===== src/tacs_pkg.sv =====
`default_nettype none

package tacs_pkg;

    localparam int NUM_POINTS_DEF = 5;

    localparam int W_T   = 12;
    localparam int W_S   = 10;
    localparam int W_ST  = 16;
    localparam int W_STT = 28;
    localparam int W_SZ  = 14;
    localparam int W_SZT = 26;

    localparam int W_OPB = 28;
    localparam int W_COF = 64;
    localparam int W_ACC = 96;
    localparam int W_PRD = 62;
    localparam int W_MAG = 90;
    localparam int SCALE_SHIFT = 16;
    localparam int N_COF_TERMS = 15;

    localparam logic [3:0] A_SXX = 4'd0;
    localparam logic [3:0] A_SYY = 4'd1;
    localparam logic [3:0] A_SXY = 4'd2;
    localparam logic [3:0] A_SX  = 4'd3;
    localparam logic [3:0] A_SY  = 4'd4;
    localparam logic [3:0] A_CA  = 4'd5;
    localparam logic [3:0] A_CB  = 4'd6;
    localparam logic [3:0] A_CC  = 4'd7;
    localparam logic [3:0] A_CE  = 4'd8;
    localparam logic [3:0] A_CF  = 4'd9;
    localparam logic [3:0] A_CI  = 4'd10;

    localparam logic [2:0] B_SYY = 3'd0;
    localparam logic [2:0] B_SXY = 3'd1;
    localparam logic [2:0] B_SY  = 3'd2;
    localparam logic [2:0] B_SX  = 3'd3;
    localparam logic [2:0] B_N   = 3'd4;
    localparam logic [2:0] B_Z   = 3'd5;
    localparam logic [2:0] B_ZT  = 3'd6;
    localparam logic [2:0] B_ZU  = 3'd7;

    localparam logic [2:0] D_NONE = 3'd0;
    localparam logic [2:0] D_A    = 3'd1;
    localparam logic [2:0] D_B    = 3'd2;
    localparam logic [2:0] D_C    = 3'd3;
    localparam logic [2:0] D_E    = 3'd4;
    localparam logic [2:0] D_F    = 3'd5;
    localparam logic [2:0] D_I    = 3'd6;
    localparam logic [2:0] D_DET  = 3'd7;

    localparam logic [2:0] IDX_SCALE = 3'd6;

    typedef struct packed {
        logic [W_T-1:0] touch_x;
        logic [W_T-1:0] touch_y;
        logic [W_S-1:0] target_x;
        logic [W_S-1:0] target_y;
    } t_item;

    typedef struct packed {
        logic [2:0]         coef_index;
        logic signed [31:0] coef_value;
        logic               singular;
        logic               last;
    } t_result;

    typedef struct packed {
        logic [W_ST-1:0]  sum_tx;
        logic [W_ST-1:0]  sum_ty;
        logic [W_STT-1:0] sum_txx;
        logic [W_STT-1:0] sum_tyy;
        logic [W_STT-1:0] sum_txy;
        logic [W_SZ-1:0]  sum_sx;
        logic [W_SZT-1:0] sum_sx_tx;
        logic [W_SZT-1:0] sum_sx_ty;
        logic [W_SZ-1:0]  sum_sy;
        logic [W_SZT-1:0] sum_sy_tx;
        logic [W_SZT-1:0] sum_sy_ty;
    } t_sums;

    typedef struct packed {
        logic [3:0] a_sel;
        logic [2:0] b_sel;
        logic       neg;
        logic [2:0] dest;
    } t_term;

    function automatic t_term cof_term(input logic [3:0] idx);
        t_term t;
        unique case (idx)
            4'd0:    t = '{A_SXX, B_SYY, 1'b0, D_NONE};
            4'd1:    t = '{A_SXY, B_SXY, 1'b1, D_A};
            4'd2:    t = '{A_SXY, B_SY,  1'b0, D_NONE};
            4'd3:    t = '{A_SX,  B_SYY, 1'b1, D_B};
            4'd4:    t = '{A_SXY, B_SX,  1'b0, D_NONE};
            4'd5:    t = '{A_SXX, B_SY,  1'b1, D_C};
            4'd6:    t = '{A_SYY, B_N,   1'b0, D_NONE};
            4'd7:    t = '{A_SY,  B_SY,  1'b1, D_E};
            4'd8:    t = '{A_SX,  B_SY,  1'b0, D_NONE};
            4'd9:    t = '{A_SXY, B_N,   1'b1, D_F};
            4'd10:   t = '{A_SXX, B_N,   1'b0, D_NONE};
            4'd11:   t = '{A_SX,  B_SX,  1'b1, D_I};
            4'd12:   t = '{A_CA,  B_N,   1'b0, D_NONE};
            4'd13:   t = '{A_CB,  B_SX,  1'b0, D_NONE};
            4'd14:   t = '{A_CC,  B_SY,  1'b0, D_DET};
            default: t = '{A_SXX, B_N,   1'b0, D_NONE};
        endcase
        return t;
    endfunction

    function automatic logic [3:0] coef_a(input logic [1:0] row, input logic [1:0] col);
        logic [3:0] s;
        unique case ({row, col})
            4'b0000: s = A_CA;
            4'b0001: s = A_CB;
            4'b0010: s = A_CC;
            4'b0100: s = A_CB;
            4'b0101: s = A_CE;
            4'b0110: s = A_CF;
            4'b1000: s = A_CC;
            4'b1001: s = A_CF;
            4'b1010: s = A_CI;
            default: s = A_CA;
        endcase
        return s;
    endfunction

endpackage

`default_nettype wire


===== src/tacs_front.sv =====
`default_nettype none

module tacs_front #(
    parameter int NUM_POINTS = tacs_pkg::NUM_POINTS_DEF
) (
    input  wire logic            i_clk,
    input  wire logic            i_rst_n,
    input  wire logic            i_start,
    input  wire tacs_pkg::t_item i_item,
    input  wire logic [1:0]      i_q_count,
    output logic                 o_busy,
    output logic                 o_push,
    output tacs_pkg::t_sums      o_push_data
);

    localparam int CW = $clog2(NUM_POINTS);

    logic [CW-1:0]    r_cnt;
    logic             r_v;
    logic             r_last;
    tacs_pkg::t_item  r_item;
    logic [23:0]      r_pxx, r_pyy, r_pxy;
    logic [21:0]      r_psx_x, r_psx_y, r_psy_x, r_psy_y;
    tacs_pkg::t_sums  r_sums;
    tacs_pkg::t_sums  n_sums;
    logic             accept;
    logic             is_last;
    logic [2:0]       load;

    assign load    = 3'(i_q_count) + 3'(r_v && r_last);
    assign o_busy  = load >= 3'd2;
    assign accept  = i_start && !o_busy;
    assign is_last = r_cnt == CW'(NUM_POINTS - 1);

    always_comb begin
        n_sums.sum_tx    = r_sums.sum_tx + tacs_pkg::W_ST'(r_item.touch_x);
        n_sums.sum_ty    = r_sums.sum_ty + tacs_pkg::W_ST'(r_item.touch_y);
        n_sums.sum_txx   = r_sums.sum_txx + tacs_pkg::W_STT'(r_pxx);
        n_sums.sum_tyy   = r_sums.sum_tyy + tacs_pkg::W_STT'(r_pyy);
        n_sums.sum_txy   = r_sums.sum_txy + tacs_pkg::W_STT'(r_pxy);
        n_sums.sum_sx    = r_sums.sum_sx + tacs_pkg::W_SZ'(r_item.target_x);
        n_sums.sum_sx_tx = r_sums.sum_sx_tx + tacs_pkg::W_SZT'(r_psx_x);
        n_sums.sum_sx_ty = r_sums.sum_sx_ty + tacs_pkg::W_SZT'(r_psx_y);
        n_sums.sum_sy    = r_sums.sum_sy + tacs_pkg::W_SZ'(r_item.target_y);
        n_sums.sum_sy_tx = r_sums.sum_sy_tx + tacs_pkg::W_SZT'(r_psy_x);
        n_sums.sum_sy_ty = r_sums.sum_sy_ty + tacs_pkg::W_SZT'(r_psy_y);
    end

    assign o_push      = r_v && r_last;
    assign o_push_data = n_sums;

    always_ff @(posedge i_clk) begin
        if (accept) begin
            r_item  <= i_item;
            r_pxx   <= i_item.touch_x * i_item.touch_x;
            r_pyy   <= i_item.touch_y * i_item.touch_y;
            r_pxy   <= i_item.touch_x * i_item.touch_y;
            r_psx_x <= i_item.target_x * i_item.touch_x;
            r_psx_y <= i_item.target_x * i_item.touch_y;
            r_psy_x <= i_item.target_y * i_item.touch_x;
            r_psy_y <= i_item.target_y * i_item.touch_y;
            r_last  <= is_last;
        end
        if (!i_rst_n) begin
            r_cnt  <= '0;
            r_v    <= 1'b0;
            r_sums <= '0;
        end else begin
            r_v <= accept;
            if (accept) begin
                r_cnt <= is_last ? '0 : r_cnt + CW'(1);
            end
            if (r_v) begin
                r_sums <= r_last ? '0 : n_sums;
            end
        end
    end

endmodule

`default_nettype wire


===== config.mk =====
export PLATFORM = sky130hd
export DESIGN_NAME = tacs_front
export DESIGN_NICKNAME = d
export VERILOG_FILES = /design/src/tacs_pkg.sv /design/src/tacs_front.sv
export SDC_FILE = /design/constraint.sdc
export NUM_CORES = 2
export LEC_CHECK = 0
export BUFFER_PORTS_ARGS = -buffer_cell sky130_fd_sc_hd__buf_2
export CORE_ASPECT_RATIO = 1.1
export CORE_UTILIZATION = 43
export DETAILED_ROUTE_END_ITERATION = 12
export PLACE_DENSITY_LB_ADDON = 0.2
export SLEW_MARGIN = 20
export SYNTH_ARGS = -nofsm -noshare
export SYNTH_HDL_FRONTEND = slang
export SYNTH_SLANG_ARGS = --single-unit

===== constraint.sdc =====
create_clock -name i_clk -period 16.35 [get_ports i_clk]
set_input_delay 4.0875 -clock i_clk [delete_from_list [all_inputs] [get_ports i_clk]]
set_output_delay 4.0875 -clock i_clk [all_outputs]
set_load 0.05 [all_outputs]

==> summary.md <==
| Metric | Value |
|---|---|
| Status | finished, final reports clean |
| Flop2flop setup slack | 12.83 ns |
| Die W | about 340 µm |
| PD cells | 159 nW/µm² |
| HP Class | flop to flop |
| Via count | about 40000 |
| Setup Buffers After CTS | 0 |
| IO buf count | 298 |
| Clock root buffer | clkbuf_16 |
| Detailed placer's ending HPWL | 102 mm |
| YS warnings | 0 |
| IO Count | 299 |
| Worst Path Required | between 15 and 20 ns |
| Initial antenna violation count | 13 |
| CTS tree | yes |
| Fmax achieved | 0.105 GHz |
| Setup TNS | 0 ns |
| Asr flop ratio synth | 0% |
| Latest clock arrival within the worst-skew pair | 0.64 ns |
| ANT cells | 0 |
| Worst-path clk slew | around 0.070 ns |
| CP endpoint kind | flop |
| Final layout net count | roughly 7000 |
| GR Overflow Total | 0 |
| Post-CTS Hold Fix Bufs | 0 |
| Drt pass-1 iters | 5 |
| Hold Violations, Final | 0 |
| Die area | 123000 µm² |
| Total wire length after detailed routing | 138 mm |
| Synthesized flop and latch total | 453 |
| CP Launch Type | input pin |
| Clk buf depth | 3 |
| Post-place instance area | 55400 µm² |
| Worst path cell trace | buf_2 > nand2_1 > fa_1 > inv_1 > fa_1 > fa_1 > fa_1 > inv_1 > fa_1 > inv_1 > ha_1 > a21o_1 > a21o_1 > or3_1 > o21a_1 > a2111o_1 > a31o_1 > a21oi_1 > xor2_1 |
| Crit path time final | roughly 9.5 ns |
| DR DRC count | 0 |
| Initial detailed-routing violation count | 2436 |
| Worst-path maximum fanout | 45 |
| Core area | approximately 120000 µm² |
| Slew headroom | 30.8% |
| Final Cycle Share | 58.1% |
| Syn Area/Cell | 9.24 µm² |
| Syn_nets | slightly below 7000 |
| # Max-Cap Violations | 0 |
| Post-cts sizing count | 0 |
| DR vias/cell | 5.35 |
| VDD IR max | approximately 140 µV |
| Leak pwr | 0.0282 µW |
| Kind of critical path | input pin to flop |
| Site Rows | 134 |
| CP delay by family, top | adder cells |
| Synth cell types | 90 |
| Initial Utilization | between 40% and 50% |
| Layout area overhead | 9.11% |
| Clock skew | around 0.013 ns |
| Crit path DAT | 9.89 ns |
| First-pass GRT wire length | roughly 220 mm |
| RSZ-0062 raised after global routing | false |
| Gate Count Post-Synth | 5678 |
| Die Y-Extent | between 300 and 400 µm |
| Crit path largest cell delay | 0.74 ns |
| Post-synthesis sequential area ratio | 21.1% |
| Global-route usage over all layers | 22.6% |
| Crit path top cell by count | fa_1 |
| Ys flop type | dfxtp_1 |
| Synth Cell Area | 52500 µm² |
| CTS H-Tree Depth | 2 |
| Count of pins over their slew limit | 0 |
| Largest net degree at the start of global routing | 82 |
| Final instance area | 57200 µm² |
| Vias in the first global route | 40600 |
| WP buf/inv | 4 |
| Clock sinks | roughly 450 |
| WL per Instance | 18.4 µm |
| Slew @ Worst Pin | around 1.0 ns |
| Final ANT Viol Nets | 0 |
| Post-synth EDFFs | 201 |
| Share of layout cells above drive strength 1 | 8.05% |
| CTS Buf Count | 54 |
| Worst hold margin | 0.465 ns |
| Routability cong. | about 0.85 |
| Crit-path slowest cell | buf_2 |
| # setup viols final | 0 |
-- kinds of logic after synthesis --
group | synth area share (%)
AND/OR/NAND/NOR | 14.7
adder cells (fa/ha/maj) | 36.7
AO/OA/AOI/OAI | 13.9
buffers and inverters | 7.46
multiplexers | 0.215
XOR/XNOR | 5.88
flip-flops | 21.1
-- worst min-delay path, cell delays in order (launching register included) --
cell and delay (ns):
dfxtp_1 0.33, nand2_1 0.05, nand3_1 0.05
-- report_power, final --
group	switching, µW	internal, µW	total [µW]	leakage [µW]
Clock	523	720	1240	0.000872
Sequential	100	1610	1710	0.00393
Combinational	3800	2320	6130	0.0234
-- path summary, 6_finish.rpt --
kind | start | end | cells past startpoint
min | r_sums[182]$_SDFFE_PN0P_ | r_sums[182]$_SDFFE_PN0P_ | 2
max | i_item[26] | r_pyy[23]$_DFFE_PP_ | 19
min reg2reg | r_sums[182]$_SDFFE_PN0P_ | r_sums[182]$_SDFFE_PN0P_ | 2
max reg2reg | r_last$_DFFE_PP_ | r_psy_x[7]$_DFFE_PP_ | 6
-- area by class of cell --
class                      instances  area (µm²)
timing repair buffer             340        1810
inverter                         802        3020
fill                           11600       64000
clock buffer                      70        1480
clock inverter                    30         310
multi-input combinational       4183       37500
sequential                       453       11100
tap                             1632        2040
-- cells in the mapped netlist (9+ instances only) --
library cell | count | area [µm²]
mux2i_1 | 9 | 90.1
o21a_1 | 48 | 360
nor3_1 | 54 | 270
a21oi_1 | 243 | 1220
clkbuf_1 | 227 | 852
o21ai_1 | 39 | 195
o21ai_0 | 119 | 596
o31ai_1 | 14 | 105
o211ai_1 | 20 | 150
a22oi_1 | 99 | 743
nand3_1 | 84 | 420
a41oi_1 | 10 | 87.6
a22o_1 | 106 | 928
edfxtp_1 | 201 | 6040
a21o_1 | 126 | 946
nand4_1 | 27 | 169
a31oi_1 | 37 | 231
nor2_1 | 300 | 1130
a211oi_1 | 20 | 150
dfxtp_1 | 252 | 5040
xnor2_1 | 249 | 2180
o21bai_1 | 39 | 293
nor2b_1 | 32 | 200
xor2_1 | 103 | 902
or3_1 | 32 | 200
and2_1 | 400 | 2500
nand2_1 | 518 | 1940
fa_1 | 578 | 11600
buf_1 | 10 | 37.5
ha_1 | 614 | 7680
inv_1 | 800 | 3000
nand2b_1 | 41 | 257
a2111oi_0 | 10 | 87.6
and3_1 | 39 | 244
-- per-stage QoR --
stage | total power, µW | worst slack [ns] | util, % | cells
6_report | 9080 | 6.86 | 47.2 | 7510
2_1_floorplan | 6390 | 6.84 | - | 5678
5_1_grt | 9920 | 6.57 | 47.2 | 7510
3_3_place_gp | 7840 | 6.18 | 45.7 | 7409
4_1_cts | 9180 | 6.87 | 47.2 | 7509
3_5_place_dp | 7840 | 6.17 | 45.7 | 7409
-- sequential cells by signal (all words and copies together) (netlist names) --
signal   cells
r_psy_y     22
r_sums     248
r_item      44
r_pyy       22
r_v          1
r_cnt        3
r_pxx       22
r_psx_y     22
r_pxy       24
r_psy_x     22
r_last       1
r_psx_x     22
-- per-layer routing --
metal | vias up | share of wire (%) | GRT usage (%)
met4 | 10 | 2.4 | 5.91
met5 | - | 0.043 | 0
met3 | 159 | 4.9 | 3.34
met2 | 780 | 47 | 37.5
li1 | 19200 | - | -
met1 | 20000 | 46 | 30.7
-- layout by cell type, fill, tap and decap left out, types with 54 or more instances in the layout --
master | Yosys | final
inv_1 | 800 | 799
ha_1 | 614 | 614
fa_1 | 578 | 578
nand2_1 | 518 | 517
and2_1 | 400 | 400
buf_2 | 3 | 298
nor2_1 | 300 | 297
dfxtp_1 | 252 | 252
xnor2_1 | 249 | 249
a21oi_1 | 243 | 243
edfxtp_1 | 201 | 201
a21o_1 | 126 | 126
o21ai_0 | 119 | 118
a22o_1 | 106 | 106
xor2_1 | 103 | 103
a22oi_1 | 99 | 99
nand3_1 | 84 | 84
clkbuf_16 | 0 | 55
nor3_1 | 54 | 54
Power figures use the tool's default switching activity.
