===== config.mk =====
export PLATFORM = sky130hd
export DESIGN_NAME = tacs_queue
export DESIGN_NICKNAME = d
export VERILOG_FILES = /design/src/tacs_pkg.sv /design/src/tacs_queue.sv
export SDC_FILE = /design/constraint.sdc
export NUM_CORES = 1
export LEC_CHECK = 0
export BUFFER_PORTS_ARGS = -buffer_cell sky130_fd_sc_hd__buf_2
export CAP_MARGIN = 20
export CORE_ASPECT_RATIO = 0.75
export CORE_MARGIN = 2
export CORE_UTILIZATION = 48
export CTS_CLUSTER_DIAMETER = 80
export CTS_CLUSTER_SIZE = 8
export DETAILED_ROUTE_END_ITERATION = 12
export PLACE_DENSITY = 0.82
export SLEW_MARGIN = 40
export SYNTH_ARGS = -nofsm -noshare
export SYNTH_HDL_FRONTEND = slang
export SYNTH_SLANG_ARGS = --single-unit
export TNS_END_PERCENT = 20

===== constraint.sdc =====
create_clock -name i_clk -period 13.3 [get_ports i_clk]
set_input_delay 1.33 -clock i_clk [delete_from_list [all_inputs] [get_ports i_clk]]
set_output_delay 1.33 -clock i_clk [all_outputs]
set_load 0.02 [all_outputs]

===== src/tacs_pkg.sv =====
`default_nettype none

package tacs_pkg;

    localparam int NUM_POINTS_DEF = 5;

    localparam int W_T   = 12;
    localparam int W_S   = 10;
    localparam int W_ST  = 16;
    localparam int W_STT = 28;
    localparam int W_SZ  = 14;
    localparam int W_SZT = 26;

    localparam int W_OPB = 28;
    localparam int W_COF = 64;
    localparam int W_ACC = 96;
    localparam int W_PRD = 62;
    localparam int W_MAG = 90;
    localparam int SCALE_SHIFT = 16;
    localparam int N_COF_TERMS = 15;

    localparam logic [3:0] A_SXX = 4'd0;
    localparam logic [3:0] A_SYY = 4'd1;
    localparam logic [3:0] A_SXY = 4'd2;
    localparam logic [3:0] A_SX  = 4'd3;
    localparam logic [3:0] A_SY  = 4'd4;
    localparam logic [3:0] A_CA  = 4'd5;
    localparam logic [3:0] A_CB  = 4'd6;
    localparam logic [3:0] A_CC  = 4'd7;
    localparam logic [3:0] A_CE  = 4'd8;
    localparam logic [3:0] A_CF  = 4'd9;
    localparam logic [3:0] A_CI  = 4'd10;

    localparam logic [2:0] B_SYY = 3'd0;
    localparam logic [2:0] B_SXY = 3'd1;
    localparam logic [2:0] B_SY  = 3'd2;
    localparam logic [2:0] B_SX  = 3'd3;
    localparam logic [2:0] B_N   = 3'd4;
    localparam logic [2:0] B_Z   = 3'd5;
    localparam logic [2:0] B_ZT  = 3'd6;
    localparam logic [2:0] B_ZU  = 3'd7;

    localparam logic [2:0] D_NONE = 3'd0;
    localparam logic [2:0] D_A    = 3'd1;
    localparam logic [2:0] D_B    = 3'd2;
    localparam logic [2:0] D_C    = 3'd3;
    localparam logic [2:0] D_E    = 3'd4;
    localparam logic [2:0] D_F    = 3'd5;
    localparam logic [2:0] D_I    = 3'd6;
    localparam logic [2:0] D_DET  = 3'd7;

    localparam logic [2:0] IDX_SCALE = 3'd6;

    typedef struct packed {
        logic [W_T-1:0] touch_x;
        logic [W_T-1:0] touch_y;
        logic [W_S-1:0] target_x;
        logic [W_S-1:0] target_y;
    } t_item;

    typedef struct packed {
        logic [2:0]         coef_index;
        logic signed [31:0] coef_value;
        logic               singular;
        logic               last;
    } t_result;

    typedef struct packed {
        logic [W_ST-1:0]  sum_tx;
        logic [W_ST-1:0]  sum_ty;
        logic [W_STT-1:0] sum_txx;
        logic [W_STT-1:0] sum_tyy;
        logic [W_STT-1:0] sum_txy;
        logic [W_SZ-1:0]  sum_sx;
        logic [W_SZT-1:0] sum_sx_tx;
        logic [W_SZT-1:0] sum_sx_ty;
        logic [W_SZ-1:0]  sum_sy;
        logic [W_SZT-1:0] sum_sy_tx;
        logic [W_SZT-1:0] sum_sy_ty;
    } t_sums;

    typedef struct packed {
        logic [3:0] a_sel;
        logic [2:0] b_sel;
        logic       neg;
        logic [2:0] dest;
    } t_term;

    function automatic t_term cof_term(input logic [3:0] idx);
        t_term t;
        unique case (idx)
            4'd0:    t = '{A_SXX, B_SYY, 1'b0, D_NONE};
            4'd1:    t = '{A_SXY, B_SXY, 1'b1, D_A};
            4'd2:    t = '{A_SXY, B_SY,  1'b0, D_NONE};
            4'd3:    t = '{A_SX,  B_SYY, 1'b1, D_B};
            4'd4:    t = '{A_SXY, B_SX,  1'b0, D_NONE};
            4'd5:    t = '{A_SXX, B_SY,  1'b1, D_C};
            4'd6:    t = '{A_SYY, B_N,   1'b0, D_NONE};
            4'd7:    t = '{A_SY,  B_SY,  1'b1, D_E};
            4'd8:    t = '{A_SX,  B_SY,  1'b0, D_NONE};
            4'd9:    t = '{A_SXY, B_N,   1'b1, D_F};
            4'd10:   t = '{A_SXX, B_N,   1'b0, D_NONE};
            4'd11:   t = '{A_SX,  B_SX,  1'b1, D_I};
            4'd12:   t = '{A_CA,  B_N,   1'b0, D_NONE};
            4'd13:   t = '{A_CB,  B_SX,  1'b0, D_NONE};
            4'd14:   t = '{A_CC,  B_SY,  1'b0, D_DET};
            default: t = '{A_SXX, B_N,   1'b0, D_NONE};
        endcase
        return t;
    endfunction

    function automatic logic [3:0] coef_a(input logic [1:0] row, input logic [1:0] col);
        logic [3:0] s;
        unique case ({row, col})
            4'b0000: s = A_CA;
            4'b0001: s = A_CB;
            4'b0010: s = A_CC;
            4'b0100: s = A_CB;
            4'b0101: s = A_CE;
            4'b0110: s = A_CF;
            4'b1000: s = A_CC;
            4'b1001: s = A_CF;
            4'b1010: s = A_CI;
            default: s = A_CA;
        endcase
        return s;
    endfunction

endpackage

`default_nettype wire


===== src/tacs_queue.sv =====
`default_nettype none

module tacs_queue (
    input  wire logic            i_clk,
    input  wire logic            i_rst_n,
    input  wire logic            i_push,
    input  wire tacs_pkg::t_sums i_data,
    input  wire logic            i_pop,
    output tacs_pkg::t_sums      o_data,
    output logic [1:0]           o_count
);

    tacs_pkg::t_sums r_mem [2];
    logic            r_wr;
    logic            r_rd;
    logic [1:0]      r_count;

    always_ff @(posedge i_clk) begin
        if (i_push) begin
            r_mem[r_wr] <= i_data;
        end
        if (!i_rst_n) begin
            r_wr    <= 1'b0;
            r_rd    <= 1'b0;
            r_count <= 2'd0;
        end else begin
            if (i_push) begin
                r_wr <= ~r_wr;
            end
            if (i_pop) begin
                r_rd <= ~r_rd;
            end
            r_count <= r_count + 2'(i_push) - 2'(i_pop);
        end
    end

    assign o_data  = r_mem[r_rd];
    assign o_count = r_count;

endmodule

`default_nettype wire


==> results.yml, run 1 <==
place:
  dp_hpwl_um: 27870
  portBuffers: 501
  gp_congestion: 0.8266
drt:
  drc: 0
  wirelength_um: 41140
  antenna_left: 0
  detail_route.wl_per_cell_um: 21.80
  dr.pass1.iters: 5
  via_count: 9511
  viasPerCell: 5.040
  drt_iter0_markers: 523
synthesis:
  yosys_warnings: 0
  synth_top_area_cell: "edfxtp_1"
  syn_nets: 1045
  yosysSeqAreaShare_pct: 78.88
  synthCells: 791
  synth_top_area_share_pct: 78.35
  synthesis.area_um2: 19010
  ys_ff_latch: 501
  synth.avg_cell_area_um2: 24.03
  synth_cell_type_count: 15
  synthTopCellsByArea: "edfxtp_1 (78%), mux2_4 (16%), mux2_2 (2.8%)"
critical_path:
  arrival_ns: 3.34
  r2r-start: "r_wr$_SDFFE_PN0P_"
  rrSetupSlack_ns: 10.68
  cpMostUsedCell: "buf_6"
  path_delay_family: "buffers and inverters"
  worst_path_largest_cell_delay_ns: 0.80
  cp_num_buf_inv: 3
  path_class: "reg -> out"
  end_kind: "primary output"
  crit_slowest_cell: "dfxtp_4"
  crit_chain: "buf_6, buf_6, mux2_4, buf_2"
  critPathLaunchType: "register"
  cp.required_ns: 11.97
  r2r.worst_path.cells: 3
  timing.rr.end: "r_mem[1][225]$_DFFE_PP_"
  crit_fanout: 58
clocking:
  cts.sinks: 501
  clock_latency_ns: 0.58
  cts_max_level: 3
  cts_hold_buf: 0
  cts.path.max_buffers: 3
  numCtsBuffers: 72
  cts_root_buffer: "clkbuf_16"
  cts_resized: 0
  post_cts.repair.setup_buffers: 0
  cts_tree: "built"
  clkTransAtPathRegs_ns: 0.05
power:
  pwr-share-seq_pct: 47.4
  p_leak_nw: 9.447
  pwr_density_cell_nw_per_um2: 163.9
  ir_drop_mv: 0.1217
  pwr-share-clk_pct: 40.8
  p_switching_uw: 915.0
  power.internal_mw: 3.010
  p_comb_share_pct: 11.8
  sw_frac_of_total_pct: 23.31
  power_mw: 3.925
global_route:
  grt_pass1_vias: 10180
  grt_pass1_wl_um: 58700
  gr-usage-all-layers_pct: 19.27
  grt_max_degree: 83
  antenna_found_initial: 10
  grt.overflow.total: 0
floorplan:
  die_h_um: 176.3
  die_x_um: 233.8
  io_pins: 502
  core_area_um2: 39260
  rows: 63
  die_area_um2: 41230
  start_util_pct: 48.43
timing:
  finalHoldViolCount: 0
  worstMarginPinSlew_ns: 0.8086
  tns_ns: 0
  drv_slew: 0
  slew-limit-headroom_pct: 46.10
  finalSetupViolCount: 0
  fin_crit_ns: 4.671
  fmax_mhz: 214.1
  rsz0062_at_grt: "no"
  fin_skew_ns: 0.01734
  finalCritPeriodShare_pct: 35.12
outcome:
  status: "complete, no violations"
final_layout:
  drive_above_1_share_pct: 61.78
  nets: 1603
  synthToLayoutAreaGrowth_pct: 25.96
hold_path:
  hold_depth: 2
  holdCritPathClass: "reg -> reg"
  min_from: "r_rd$_SDFFE_PN0P_"
job:
  drv_cap: 0
[tightest hold or removal path, stage by stage, from the launching register on]
cell	delay [ns]
dfxtp_1	0.32
xor2_1	0.08
and2_1	0.16
[per-layer routing]
layer	GRT usage [%]	vias up	part of all wire (%)
li1	-	4254	-
met1	21.50	4721	37
met2	32.64	426	51
met3	7.477	100	9.2
met4	8.861	10	3.6
met5	0	-	0.16
[power by group through the flow]
stage	Combinational, mW	Sequential [mW]	Clock (mW)
after global placement	0.453	1.89	0
final	0.463	1.86	1.60
after global routing	0.490	1.87	1.71
after detailed placement	0.462	1.89	0
after CTS	0.466	1.86	1.64
after floorplan	0.320	1.90	0
[layout by cell type, fill, tap and decap left out]
master,netlist,layout
buf_2,2,501
edfxtp_1,496,496
mux2_4,201,201
clkbuf_16,0,72
mux2_2,47,47
buf_6,14,9
clkbuf_1,0,8
diode_2,0,4
dfxtp_1,5,4
and2_1,4,3
inv_1,2,2
nor2b_1,3,2
ha_1,2,2
inv_6,0,2
inv_16,0,2
clkinv_16,0,2
xor2_1,1,1
and2_4,0,1
nor2b_4,0,1
o21a_1,1,1
xnor3_1,1,1
dfxtp_4,0,1
clkinv_1,0,1
clkinv_8,0,1
buf_16,0,1
buf_4,0,1
[how the worst max path moves through the flow]
stage	end	from	slack [ns]	cells after the start
floorplan	r_wr$_SDFFE_PN0P_	i_push	0.33	2
global placement	o_data[96]	register	8.79	4
detailed placement	o_data[96]	register	9.20	4
CTS	o_data[96]	register	8.58	4
global route	o_data[96]	register	8.46	4
finish	o_data[90]	register	8.63	4
[sequential cells by signal, summed over array words and instances, names as in the netlist, named ones only]
| name | count |
|---|---|
| r_mem | 496 |
| r_rd | 1 |
| r_wr | 1 |
| o_count | 2 |
[synth_stat cells]
cell type  number
and2_1          4
buf_12          1
buf_2           2
buf_6          14
buf_8          11
dfxtp_1         5
edfxtp_1      496
ha_1            2
inv_1           2
mux2_2         47
mux2_4        201
nor2b_1         3
o21a_1          1
xnor3_1         1
xor2_1          1
[cell families (layout without fill, tap and decap cells)]
| family | after synthesis | in the layout | share of synthesized area [%] |
|---|---|---|---|
| DFF | 501 | 501 | 78.88 |
| muxes | 248 | 248 | 18.66 |
| buffers and inverters | 30 | 602 | 1.896 |
| and+or+nand+nor | 7 | 7 | 0.2304 |
| adders and majority gates | 2 | 2 | 0.1316 |
| xor gates and xnor gates | 2 | 2 | 0.1645 |
| AOI/OAI and AO/OA | 1 | 1 | 0.03951 |
| other | 0 | 4 | 0 |
[per-stage QoR]
step | instances | hold WS (ns) | area [um^2] | utilization (%) | setup WS (ns)
after floorplan | 791 | 0.5546 | 19010 | - | 0.3308
after global placement | 1794 | 0.5679 | 21900 | 55.80 | 8.790
after detailed placement | 1794 | 0.5926 | 21930 | 55.87 | 9.199
after CTS | 1882 | 0.6099 | 23900 | 60.89 | 8.582
after global routing | 1887 | 0.6292 | 23940 | 61.00 | 8.456
final | 1887 | 0.6055 | 23940 | 61.00 | 8.629
[cell type report]
cell class                 instances  area, um^2
antenna                            4       10.01
clock buffer                      80        1832
clock inverter                     8       137.6
fill                            2761       15310
inverter                           2       7.507
multi-input combinational        260        3665
sequential                       501       15000
tap                              520       650.6
timing repair buffer             512        2644
Power figures use the tool's default switching activity.
==> run 2, diff against run 1 <==
==> constraint.sdc (replaced) <==
create_clock -name i_clk -period 3.8 [get_ports i_clk]
set_input_delay 0.38 -clock i_clk [delete_from_list [all_inputs] [get_ports i_clk]]
set_output_delay 0.38 -clock i_clk [all_outputs]
set_load 0.02 [all_outputs]
==> run 2 against run 1 <==
Combinational power grew to 4.0 times the previous value; setup slack worse by 7.6 ns; die area unchanged; flip-flop and latch count is the same; sequential share of layout area shrank 5.0 points; sequential power grew to 3.5 times the previous value; final area is 8.6% higher; core utilization grew 5.2 points; first-iteration DRC count increased by 33%; highest routed layer unchanged.
==> results.yml, run 2 (same netlist as run 1, synthesis figures left out) <==
timing:
  finalCritPeriodShare_pct: 73.88
  rsz0062_at_grt: "no"
  finalSetupViolCount: 0
  finalHoldViolCount: 0
  fmax_mhz: 356.2
  worstMarginPinSlew_ns: 0.6466
  drv_slew: 0
  slew-limit-headroom_pct: 56.89
  hold_ws_ns: 0.03379
  fin_skew_ns: 0.02000
  fin_crit_ns: 2.807
drt:
  detail_route.wl_per_cell_um: 22.50
  wirelength_um: 47210
  drt_iter0_markers: 695
  viasPerCell: 5.121
  dr.pass1.iters: 5
  antenna_left: 0
  via_count: 10740
  drc: 0
clocking:
  cts_max_level: 3
  cts_hold_buf: 195
  clock_latency_ns: 0.56
  cts_tree: "built"
  cts_resized: 0
  post_cts.repair.setup_buffers: 0
  numCtsBuffers: 72
  clkTransAtPathRegs_ns: 0.05
  cts.sinks: 501
  cts_root_buffer: "clkbuf_16"
  cts.path.max_buffers: 3
power:
  p_leak_nw: 10.32
  ir_drop_mv: 0.4806
  power_mw: 13.86
  pwr_density_cell_nw_per_um2: 533.2
final_layout:
  drive_above_1_share_pct: 54.13
  fin_cells: 2098
  synthToLayoutAreaGrowth_pct: 36.79
  top_register: "r_mem"
  largest_reg_flops: 496
  final_cell_mix: "buf_2 (501), edfxtp_1 (496), mux2_4 (201), dlygate4sd3_1 (201), clkbuf_16 (72)"
  final_common_cell: "buf_2"
  nets: 1816
place:
  dp_hpwl_um: 27910
  gp_congestion: 0.7862
  place_inst: 1807
  portBuffers: 501
global_route:
  grt_pass1_wl_um: 67720
  grt.overflow.total: 0
  antenna_found_initial: 9
  grt_max_degree: 108
  gr-usage-all-layers_pct: 22.25
  grt_pass1_vias: 11570
outcome:
  status: "complete, no violations"
critical_path:
  r2r.worst_path.cells: 2
  path_class: "reg -> out"
  crit_fanout: 49
  arrival_ns: 2.43
  crit_slowest_cell: "dfxtp_4"
  crit_chain: "buf_12, buf_12, mux2_4, buf_2"
  end_kind: "primary output"
  cpMostUsedCell: "buf_12"
  worst_path_largest_cell_delay_ns: 0.65
  critPathLaunchType: "register"
  cp.required_ns: 3.42
floorplan:
  die_x_um: 233.8
  io_pins: 502
  die_area_um2: 41230
  die_h_um: 176.3
  start_util_pct: 48.43
  rows: 63
  core_area_um2: 39260
hold_path:
  holdCritPathClass: "in -> reg"
  hold_depth: 1
job:
  drv_cap: 0
[run 2: final timing paths]
path | startpoint | to | slack (ns)
min reg2reg | r_rd$_SDFFE_PN0P_ | register | 0.57
max reg2reg | r_wr$_SDFFE_PN0P_ | r_mem[1][146]$_DFFE_PP_ | 1.98
min | i_data[223] | r_mem[1][223]$_DFFE_PP_ | 0.03
max | register | o_data[63] | 0.99
[run 2: report_power, final]
group	switching (mW)	total, mW	internal, mW	leakage, nW
combinational	0.998	1.87	0.868	4.71
sequential	0.0974	6.51	6.41	4.70
clock	2.13	5.49	3.35	0.918
total	3.23	13.9	10.6	10.3
[run 2: metal layers]
metal  vias up  global-route usage [%]  share of wire, %
met5         -                       0             0.053
met1      5395                   25.73                36
met4         4                   8.755               2.8
met2       561                   38.92                52
met3        90                   6.621               9.0
li1       4693                       -                 -
[run 2: final cells by class]
| cell class | instances | area, um^2 |
|---|---|---|
| inverter | 2 | 7.507 |
| clock buffer | 79 | 1828 |
| tap | 520 | 650.6 |
| antenna | 6 | 15.01 |
| timing repair buffer | 725 | 4792 |
| multi-input combinational | 260 | 3665 |
| sequential | 501 | 15000 |
| fill | 2454 | 13250 |
| clock inverter | 5 | 46.29 |
[run 2: per-stage QoR]
step | util [%] | cell area (um^2) | TNS (ns) | setup WS (ns)
3_3_place_gp | 56.25 | 22080 | 0 | 1.472
4_1_cts | 66.05 | 25930 | 0 | 0.9587
6_report | 66.24 | 26000 | 0 | 0.9926
2_1_floorplan | - | 19020 | -202.94 | -0.7347
5_1_grt | 66.24 | 26000 | 0 | 0.9027
3_5_place_dp | 56.30 | 22100 | 0 | 1.554
[run 2: critical path, delay by kind of cell, from the launching register on]
family                 cells  cell delay, ns
multiplexers               1            0.34
flip-flops                 1            0.65
buffers and inverters      3            0.82
